**config.mk**
```make
export PLATFORM = sky130hd
export DESIGN_NAME = dwarf_encoded_pointer_decoder_unit_flat
export DESIGN_NICKNAME = d
export VERILOG_FILES = /design/src/hdl/dep_pkg.sv /design/src/hdl/dep_byte_if.sv /design/src/hdl/dep_ptr_if.sv /design/src/hdl/dep_cfg_if.sv /design/src/hdl/dwarf_encoded_pointer_decoder_unit.sv /design/src/hdl/dep_in_reg.sv /design/src/hdl/dep_core.sv /design/src/hdl/dep_out_reg.sv /design/src/flat_wrapper.sv
export SDC_FILE = /design/constraint.sdc
export NUM_CORES = 1
export LEC_CHECK = 0
export ABC_AREA = 1
export ABC_CLOCK_PERIOD_IN_PS = 16400
export BUFFER_PORTS_ARGS = -buffer_cell sky130_fd_sc_hd__buf_2
export CELL_PAD_IN_SITES_DETAIL_PLACEMENT = 1
export CELL_PAD_IN_SITES_GLOBAL_PLACEMENT = 2
export CORE_MARGIN = 4
export CORE_UTILIZATION = 37
export CTS_CLUSTER_SIZE = 40
export DETAILED_ROUTE_END_ITERATION = 10
export PLACE_DENSITY = 0.84
export SYNTH_ARGS = -nofsm -noshare
export SYNTH_HDL_FRONTEND = slang
export SYNTH_SLANG_ARGS = --single-unit
```
**constraint.sdc**
```tcl
create_clock -name clk -period 16.4 [get_ports clk]
set_input_delay 4.1 -clock clk [delete_from_list [all_inputs] [get_ports clk]]
set_output_delay 4.1 -clock clk [all_outputs]
set_load 0.02 [all_outputs]
```
**src/hdl/dep_pkg.sv**
```systemverilog
// Shared types and constants for the encoded pointer decoder.
`timescale 1ns / 1ps
package dep_pkg;

  localparam int unsigned BYTE_W  = 8;
  localparam int unsigned ADDR_W  = 64;
  localparam int unsigned LEN_W   = 4;
  localparam int unsigned SHIFT_W = 7;
  localparam int unsigned FMT_W   = 4;

  localparam logic [FMT_W-1:0] FMT_ABSPTR = 4'h0;
  localparam logic [FMT_W-1:0] FMT_ULEB   = 4'h1;
  localparam logic [FMT_W-1:0] FMT_UDATA2 = 4'h2;
  localparam logic [FMT_W-1:0] FMT_UDATA4 = 4'h3;
  localparam logic [FMT_W-1:0] FMT_UDATA8 = 4'h4;
  localparam logic [FMT_W-1:0] FMT_SLEB   = 4'h9;
  localparam logic [FMT_W-1:0] FMT_SDATA2 = 4'ha;
  localparam logic [FMT_W-1:0] FMT_SDATA4 = 4'hb;
  localparam logic [FMT_W-1:0] FMT_SDATA8 = 4'hc;

  localparam logic [2:0] REL_PCREL = 3'h1;

  typedef struct packed {
    logic [BYTE_W-1:0] data_byte;
    logic              start_req;
    logic [BYTE_W-1:0] encoding;
    logic [ADDR_W-1:0] position;
  } dep_item_t;

  typedef struct packed {
    logic [ADDR_W-1:0] value;
    logic [LEN_W-1:0]  length;
    logic              bad_format;
  } dep_result_t;

endpackage

```
**src/hdl/dep_byte_if.sv**
```systemverilog
// Channel carrying encoded stream bytes into the decoder.
`timescale 1ns / 1ps
interface dep_byte_if;
  import dep_pkg::*;
  logic              valid;
  logic              ready;
  logic [BYTE_W-1:0] data_byte;
  logic              start_req;
  logic [BYTE_W-1:0] encoding;
  logic [ADDR_W-1:0] position;

  modport source (output valid, data_byte, start_req, encoding, position, input ready);
  modport sink (input valid, data_byte, start_req, encoding, position, output ready);
endinterface

```
**src/hdl/dep_ptr_if.sv**
```systemverilog
// Channel carrying decoded pointers out of the decoder.
`timescale 1ns / 1ps
interface dep_ptr_if;
  import dep_pkg::*;
  logic              valid;
  logic              ready;
  logic [ADDR_W-1:0] value;
  logic [LEN_W-1:0]  length;
  logic              bad_format;

  modport source (output valid, value, length, bad_format, input ready);
  modport sink (input valid, value, length, bad_format, output ready);
endinterface

```
**src/hdl/dep_cfg_if.sv**
```systemverilog
// Write channel for the compatibility mode register.
`timescale 1ns / 1ps
interface dep_cfg_if;
  logic valid;
  logic ready;
  logic data;

  modport source (output valid, data, input ready);
  modport sink (input valid, data, output ready);
endinterface

```
**src/hdl/dwarf_encoded_pointer_decoder_unit.sv**
```systemverilog
// Top level of the encoded pointer decoder.
// A pointer's last byte goes through the input register, its result into the output register.
// Throughput: one byte per cycle, set by the single decode stage, while the output is free.
// An unknown format yields its result, with bad_format set, from its start transaction alone.
// Synchronous reset clears all decode state, the stage valid flags and the short pointer mode.
`timescale 1ns / 1ps
module dwarf_encoded_pointer_decoder_unit (
  input  logic      clk,
  input  logic      rst,
  dep_cfg_if.sink   cfg_wr,
  dep_byte_if.sink  byte_in,
  dep_ptr_if.source ptr_out
);
  import dep_pkg::*;

  logic        short_absptr;
  logic        item_valid;
  dep_item_t   item;
  logic        out_free;
  logic        advance;
  logic        res_valid;
  dep_result_t result;

  assign cfg_wr.ready = 1'b1;

  always_ff @(posedge clk) begin
    if (rst) begin
      short_absptr <= 1'b0;
    end else if (cfg_wr.valid && cfg_wr.ready) begin
      short_absptr <= cfg_wr.data;
    end
  end

  assign advance = item_valid && out_free;

  dep_in_reg u_in_reg (
    .clk        (clk),
    .rst        (rst),
    .byte_in    (byte_in),
    .advance    (advance),
    .item_valid (item_valid),
    .item       (item)
  );

  dep_core u_core (
    .clk          (clk),
    .rst          (rst),
    .advance      (advance),
    .item         (item),
    .short_absptr (short_absptr),
    .res_valid    (res_valid),
    .result       (result)
  );

  dep_out_reg u_out_reg (
    .clk     (clk),
    .rst     (rst),
    .load    (advance && res_valid),
    .result  (result),
    .free    (out_free),
    .ptr_out (ptr_out)
  );

endmodule

```
**src/hdl/dep_in_reg.sv**
```systemverilog
// Input register stage that holds one accepted byte transaction.
`timescale 1ns / 1ps
module dep_in_reg (
  input  logic              clk,
  input  logic              rst,
  dep_byte_if.sink          byte_in,
  input  logic              advance,
  output logic              item_valid,
  output dep_pkg::dep_item_t item
);
  import dep_pkg::*;

  logic take;

  assign byte_in.ready = !item_valid || advance;
  assign take          = byte_in.valid && byte_in.ready;

  always_ff @(posedge clk) begin
    if (rst) begin
      item_valid <= 1'b0;
    end else if (take) begin
      item_valid <= 1'b1;
    end else if (advance) begin
      item_valid <= 1'b0;
    end
    if (take) begin
      item.data_byte <= byte_in.data_byte;
      item.start_req <= byte_in.start_req;
      item.encoding  <= byte_in.encoding;
      item.position  <= byte_in.position;
    end
  end

endmodule

```
**src/hdl/dep_core.sv**
```systemverilog
// Decode state and the per-byte accumulate, sign-extend and base-add logic.
`timescale 1ns / 1ps
module dep_core (
  input  logic                 clk,
  input  logic                 rst,
  input  logic                 advance,
  input  dep_pkg::dep_item_t   item,
  input  logic                 short_absptr,
  output logic                 res_valid,
  output dep_pkg::dep_result_t result
);
  import dep_pkg::*;

  logic [ADDR_W-1:0]  accumulator, accumulator_next;
  logic [ADDR_W-1:0]  base_address, base_address_next;
  logic [SHIFT_W-1:0] bit_shift, bit_shift_next;
  logic [LEN_W-1:0]   byte_count, byte_count_next;
  logic [FMT_W-1:0]   value_format, value_format_next;
  logic               busy, busy_next;

  logic [FMT_W-1:0]   start_fmt;
  logic               known;
  logic               is_leb;
  logic [LEN_W-1:0]   fixed_n;
  logic [ADDR_W-1:0]  leb_acc;
  logic [SHIFT_W-1:0] leb_shift;
  logic [ADDR_W-1:0]  fix_acc;
  logic [LEN_W-1:0]   fix_count;
  logic [ADDR_W-1:0]  ext_value;
  logic               sign_bit;

  function automatic logic [LEN_W-1:0] fixed_size(input logic [FMT_W-1:0] fmt);
    logic [LEN_W-1:0] n;
    unique case (fmt)
      FMT_UDATA2, FMT_SDATA2: n = 4'd2;
      FMT_UDATA4, FMT_SDATA4: n = 4'd4;
      FMT_UDATA8, FMT_SDATA8: n = 4'd8;
      default:                n = 4'd0;
    endcase
    return n;
  endfunction

  always_comb begin
    accumulator_next  = accumulator;
    base_address_next = base_address;
    bit_shift_next    = bit_shift;
    byte_count_next   = byte_count;
    value_format_next = value_format;
    busy_next         = busy;
    res_valid         = 1'b0;
    result.value      = '0;
    result.length     = '0;
    result.bad_format = 1'b0;
    leb_acc           = '0;
    leb_shift         = '0;
    fix_acc           = '0;
    fix_count         = '0;
    ext_value         = '0;
    sign_bit          = 1'b0;

    start_fmt = item.encoding[FMT_W-1:0];
    if (start_fmt == FMT_ABSPTR) begin
      start_fmt = short_absptr ? FMT_UDATA4 : FMT_UDATA8;
    end
    known = (fixed_size(start_fmt) != '0) || (start_fmt == FMT_ULEB)
            || (start_fmt == FMT_SLEB);

    if (item.start_req) begin
      base_address_next = (item.encoding[6:4] == REL_PCREL) ? item.position : '0;
      if (!known) begin
        busy_next         = 1'b0;
        res_valid         = 1'b1;
        result.value      = base_address_next;
        result.bad_format = 1'b1;
      end else begin
        busy_next         = 1'b1;
        accumulator_next  = '0;
        bit_shift_next    = '0;
        byte_count_next   = '0;
        value_format_next = start_fmt;
      end
    end

    is_leb  = (value_format_next == FMT_ULEB) || (value_format_next == FMT_SLEB);
    fixed_n = fixed_size(value_format_next);

    if (busy_next) begin
      if (is_leb) begin
        leb_acc   = accumulator_next;
        leb_shift = bit_shift_next;
        if (bit_shift_next < SHIFT_W'(ADDR_W)) begin
          leb_acc   = leb_acc | (ADDR_W'(item.data_byte[6:0]) << bit_shift_next[5:0]);
          leb_shift = bit_shift_next + SHIFT_W'(7);
        end
        accumulator_next = leb_acc;
        bit_shift_next   = leb_shift;
        if (byte_count_next != 4'hf) begin
          byte_count_next = byte_count_next + 4'd1;
        end
        if (!item.data_byte[7]) begin
          if ((value_format_next == FMT_SLEB) && item.data_byte[6]
              && (leb_shift < SHIFT_W'(ADDR_W))) begin
            leb_acc = leb_acc | ({ADDR_W{1'b1}} << leb_shift[5:0]);
          end
          busy_next         = 1'b0;
          res_valid         = 1'b1;
          result.value      = base_address_next + leb_acc;
          result.length     = byte_count_next;
        end
      end else begin
        fix_acc = accumulator_next
                  | (ADDR_W'(item.data_byte) << {byte_count_next[2:0], 3'b000});
        fix_count        = byte_count_next + 4'd1;
        accumulator_next = fix_acc;
        byte_count_next  = fix_count;
        if (fix_count >= fixed_n) begin
          ext_value = fix_acc;
          sign_bit  = (fixed_n == 4'd2) ? fix_acc[15] : fix_acc[31];
          if (value_format_next[3] && (fixed_n != 4'd8) && sign_bit) begin
            if (fixed_n == 4'd2) begin
              ext_value[ADDR_W-1:16] = '1;
            end else begin
              ext_value[ADDR_W-1:32] = '1;
            end
          end
          busy_next     = 1'b0;
          res_valid     = 1'b1;
          result.value  = base_address_next + ext_value;
          result.length = fix_count;
        end
      end
    end
  end

  always_ff @(posedge clk) begin
    if (rst) begin
      accumulator  <= '0;
      base_address <= '0;
      bit_shift    <= '0;
      byte_count   <= '0;
      value_format <= '0;
      busy         <= 1'b0;
    end else if (advance) begin
      accumulator  <= accumulator_next;
      base_address <= base_address_next;
      bit_shift    <= bit_shift_next;
      byte_count   <= byte_count_next;
      value_format <= value_format_next;
      busy         <= busy_next;
    end
  end

endmodule

```
**src/hdl/dep_out_reg.sv**
```systemverilog
// Result register that holds one decoded pointer until it is taken.
`timescale 1ns / 1ps
module dep_out_reg (
  input  logic                 clk,
  input  logic                 rst,
  input  logic                 load,
  input  dep_pkg::dep_result_t result,
  output logic                 free,
  dep_ptr_if.source            ptr_out
);
  import dep_pkg::*;

  assign free = !ptr_out.valid || ptr_out.ready;

  always_ff @(posedge clk) begin
    if (rst) begin
      ptr_out.valid <= 1'b0;
    end else if (load) begin
      ptr_out.valid <= 1'b1;
    end else if (ptr_out.ready) begin
      ptr_out.valid <= 1'b0;
    end
    if (load) begin
      ptr_out.value      <= result.value;
      ptr_out.length     <= result.length;
      ptr_out.bad_format <= result.bad_format;
    end
  end

endmodule
```
**src/flat_wrapper.sv**
```systemverilog
// flat-port wrapper written by rule: the top's interface ports become plain ports
module dwarf_encoded_pointer_decoder_unit_flat import dep_pkg::*;
  (clk, rst, cfg_wr_valid, cfg_wr_data, cfg_wr_ready, byte_in_valid, byte_in_data_byte, byte_in_start_req, byte_in_encoding, byte_in_position, byte_in_ready, ptr_out_valid, ptr_out_value, ptr_out_length, ptr_out_bad_format, ptr_out_ready);
  dep_cfg_if cfg_wr_i ();
  dep_byte_if byte_in_i ();
  dep_ptr_if ptr_out_i ();
  input  logic clk;
  input  logic rst;
  input wire logic [$bits(cfg_wr_i.valid)-1:0] cfg_wr_valid;
  input wire logic [$bits(cfg_wr_i.data)-1:0] cfg_wr_data;
  output wire logic [$bits(cfg_wr_i.ready)-1:0] cfg_wr_ready;
  input wire logic [$bits(byte_in_i.valid)-1:0] byte_in_valid;
  input wire logic [$bits(byte_in_i.data_byte)-1:0] byte_in_data_byte;
  input wire logic [$bits(byte_in_i.start_req)-1:0] byte_in_start_req;
  input wire logic [$bits(byte_in_i.encoding)-1:0] byte_in_encoding;
  input wire logic [$bits(byte_in_i.position)-1:0] byte_in_position;
  output wire logic [$bits(byte_in_i.ready)-1:0] byte_in_ready;
  output wire logic [$bits(ptr_out_i.valid)-1:0] ptr_out_valid;
  output wire logic [$bits(ptr_out_i.value)-1:0] ptr_out_value;
  output wire logic [$bits(ptr_out_i.length)-1:0] ptr_out_length;
  output wire logic [$bits(ptr_out_i.bad_format)-1:0] ptr_out_bad_format;
  input wire logic [$bits(ptr_out_i.ready)-1:0] ptr_out_ready;
  assign cfg_wr_i.valid = cfg_wr_valid;
  assign cfg_wr_i.data = cfg_wr_data;
  assign cfg_wr_ready = cfg_wr_i.ready;
  assign byte_in_i.valid = byte_in_valid;
  assign byte_in_i.data_byte = byte_in_data_byte;
  assign byte_in_i.start_req = byte_in_start_req;
  assign byte_in_i.encoding = byte_in_encoding;
  assign byte_in_i.position = byte_in_position;
  assign byte_in_ready = byte_in_i.ready;
  assign ptr_out_valid = ptr_out_i.valid;
  assign ptr_out_value = ptr_out_i.value;
  assign ptr_out_length = ptr_out_i.length;
  assign ptr_out_bad_format = ptr_out_i.bad_format;
  assign ptr_out_i.ready = ptr_out_ready;
  dwarf_encoded_pointer_decoder_unit u_core (.clk(clk), .rst(rst), .cfg_wr(cfg_wr_i), .byte_in(byte_in_i), .ptr_out(ptr_out_i));
endmodule
```
==> results.ini <==
[run_status]
status=complete, no violations

[clocking]
cts_sinks=296
htreeDepth=2
cts-root-buf=clkbuf_16
postCtsSetupRepairBufs=0
clk_latency_ns=0.61
postCtsResizedCells=0
cts_tree=done
ctsHoldBuffers=0
cts_buffers=40
cts_buffer_depth=3
cts.reportedPaths.clkPinSlew_ns=0.05

[yosys]
synth_seq_cells=296
synth_edf_count=149
synth_top_flop_cell=edfxtp_1
synthTopCellsByCount=nand2_1, inv_1, a21oi_1
synth.most_common_cell=nand2_1
yosysTopAreaCell=edfxtp_1
ys_types=63
synth_area_sq_mm=0.02609
yosysWarnings=0
seq_area_frac_synth=0.2843
syn_area_per_cell_sq_um=6.351
synth.top_cell.area_share=0.1715
synth_area_leaders=edfxtp_1, nand2_1, dfxtp_1, inv_1, a21oi_1
syn_inst=4107
synthesis.nets=4326
synthArstFlopShare=0

[worst_setup_path]
end_kind=primary output
critPathLaunch=ptr_out_ready
critPathSlowestCell=buf_2
path_delay_family=buffers and inverters
cpPeakStageDelay_ns=0.18
cp.buffers_inverters=3
worstPathMaxFanout=3
path_cells=buf_2 > inv_1 > nand3_1 > buf_2
critPathMostFrequentCell=buf_2
crit_required_ns=12.30
worstSetupStartpointType=input port
timing.rr.start=u_core.u_in_reg.item[65]
cp.arrival_ns=4.54
reg2reg_depth=30
rr_endpoint=u_core.u_out_reg.ptr_out.value[54]
worstSetupPathType=in2out
r2r_slack_ns=8.24

[final_layout]
area_delta_synth_final_pct=11.58
drive_gt1_frac=0.08365
ff_latch_area_sq_mm=0.007417
nets=4421
final.fill_count=9360
finalNonFillerCells=5174
multi_input_area_sq_mm=0.01569

[die]
die_y_microns=273.5
die_w_microns=273.5
num_rows=97
start_util=0.3731
core_area_sq_mm=0.06991
die_area_sq_mm=0.07481
io_pins=159

[hold_path]
min_from=u_core.u_core.value_format[3]
min_path_cells=2
hold_path_end=u_core.u_core.value_format[3]
hp-class=reg2reg

[sta]
timing.final.max_slew_violations=0
hold_violations=0
clock.fmax_mhz=115.8
rsz0062_at_grt=no
relSlewSlack=0.1446
fin_skew_ns=0.04194
tightest_slew_ns=1.278
period_needed_ns=8.639
setup_viol=0
fin_crit_sh=0.5268
setup-tns-final_ns=0

[route]
vias_per_cell=5.840
drcViolationCount=0
drt_first_pass_iters=6
drt-wirelength-per-cell_microns=28.01
num_vias=30220
drt_iter0_drc=2934
ant_nets=0
drt_wl_total_microns=144900

[global_route]
grt_max_degree=82
grt_pass1_wl_microns=204400
grtUsageTotal=0.3761
antenna_found_initial=5
grt-ovfl-total=0
grt_pass1_vias=29630

[place]
placed_cells=5100
dpl.hpwl_microns=116100
portBuffers=156
gp_congestion=1.030

[power_and_ir_drop]
cellPowerDensity_mw_per_mm2=81.05
ir_worst_vdd_mv=0.09550
p_leak_nw=13.19

[flow_run]
max_cap_viol_count=0

## worst max path at each step
stage                          to  slack, ns  depth (start not counted)
floorplan           byte_in_ready       7.95                          2
global placement    byte_in_ready       7.77                          4
detailed placement  byte_in_ready       7.76                          4
CTS                 byte_in_ready       7.76                          4
global route        byte_in_ready       7.71                          4
finish              byte_in_ready       7.76                          4
## power by group
group          internal [mW]  switching (mW)
clock network          0.502           0.372
registers              0.828          0.0208
logic                  0.161           0.474
total                   1.49           0.867
## stage by stage
step                utilization  cell area, sq um  hold slack, ns  total power, mW  setup slack (ns)
floorplan                     -             26090          0.4297            1.217             7.947
global placement         0.3982             27840          0.4436            1.468             7.766
detailed placement       0.3982             27840          0.4506            1.476             7.763
CTS                      0.4163             29100          0.4571            2.349             7.762
global route             0.4163             29100          0.4846            2.444             7.706
finish                   0.4164             29110          0.4572            2.359             7.761
## per-layer routing
| layer | global-route usage | vias up | wire length (microns) |
|---|---|---|---|
| li1 | - | 13940 | - |
| met1 | 0.4978 | 14770 | 61580 |
| met2 | 0.5855 | 1196 | 62600 |
| met3 | 0.06521 | 308 | 11140 |
| met4 | 0.2018 | 6 | 9584 |
| met5 | 0 | - | 36 |
## cells by family (layout without fill, tap and decap cells)
group                      after synthesis  in the layout  share of synthesized area
AOI/OAI and AO/OA                     1143           1143                     0.2467
xor gates and xnor gates                50             50                    0.01780
adders and majority gates              132            132                    0.06389
buffers and inverters                  785            910                     0.1151
DFF                                    296            296                     0.2843
other                                    1              3                  0.0001438
and+or+nand+nor                       1700           1700                     0.2720
## layout make-up
class	instances	area share
inverter	627	0.08094
antenna	2	0.0001719
tap	940	0.04041
multi-input combinational	3026	0.5391
clock buffer	53	0.03607
timing repair buffer	211	0.04110
sequential	296	0.2548
clock inverter	19	0.007437
## registers in the layout (all words and copies together) (netlist names), 4 cells and up
register / flops
u_core.u_core.accumulator: 64
u_core.u_core.base_address: 64
u_core.u_core.bit_shift: 7
u_core.u_core.byte_count: 4
u_core.u_core.value_format: 4
u_core.u_in_reg.item: 80
u_core.u_out_reg.ptr_out.length: 4
u_core.u_out_reg.ptr_out.value: 64
## worst min-delay path: stages (launching register included)
cell,delay (ns)
dfxtp_1,0.29
inv_1,0.06
a21oi_1,0.05
## layout by cell type (no fill, tap or decap), types with 13 or more instances in the layout
cell and count:
o22ai_1 65, a31oi_1 39, ha_1 130, nand2_1 899, o21ai_1 31, o211ai_1 23
o21bai_1 54, clkbuf_16 40, nor2_1 387, inv_2 25, clkbuf_1 13, a21o_1 31
o21ai_0 403, a221oi_1 13, a21oi_1 407, dfxtp_1 147, buf_4 56, xor2_1 35
a22oi_1 16, nand4_1 46, edfxtp_1 149, nand3_1 232, buf_2 155, xnor2_1 13
or2_2 18, a21boi_0 13, inv_1 597, nor3_1 65
(Power assumes the default switching activity.)
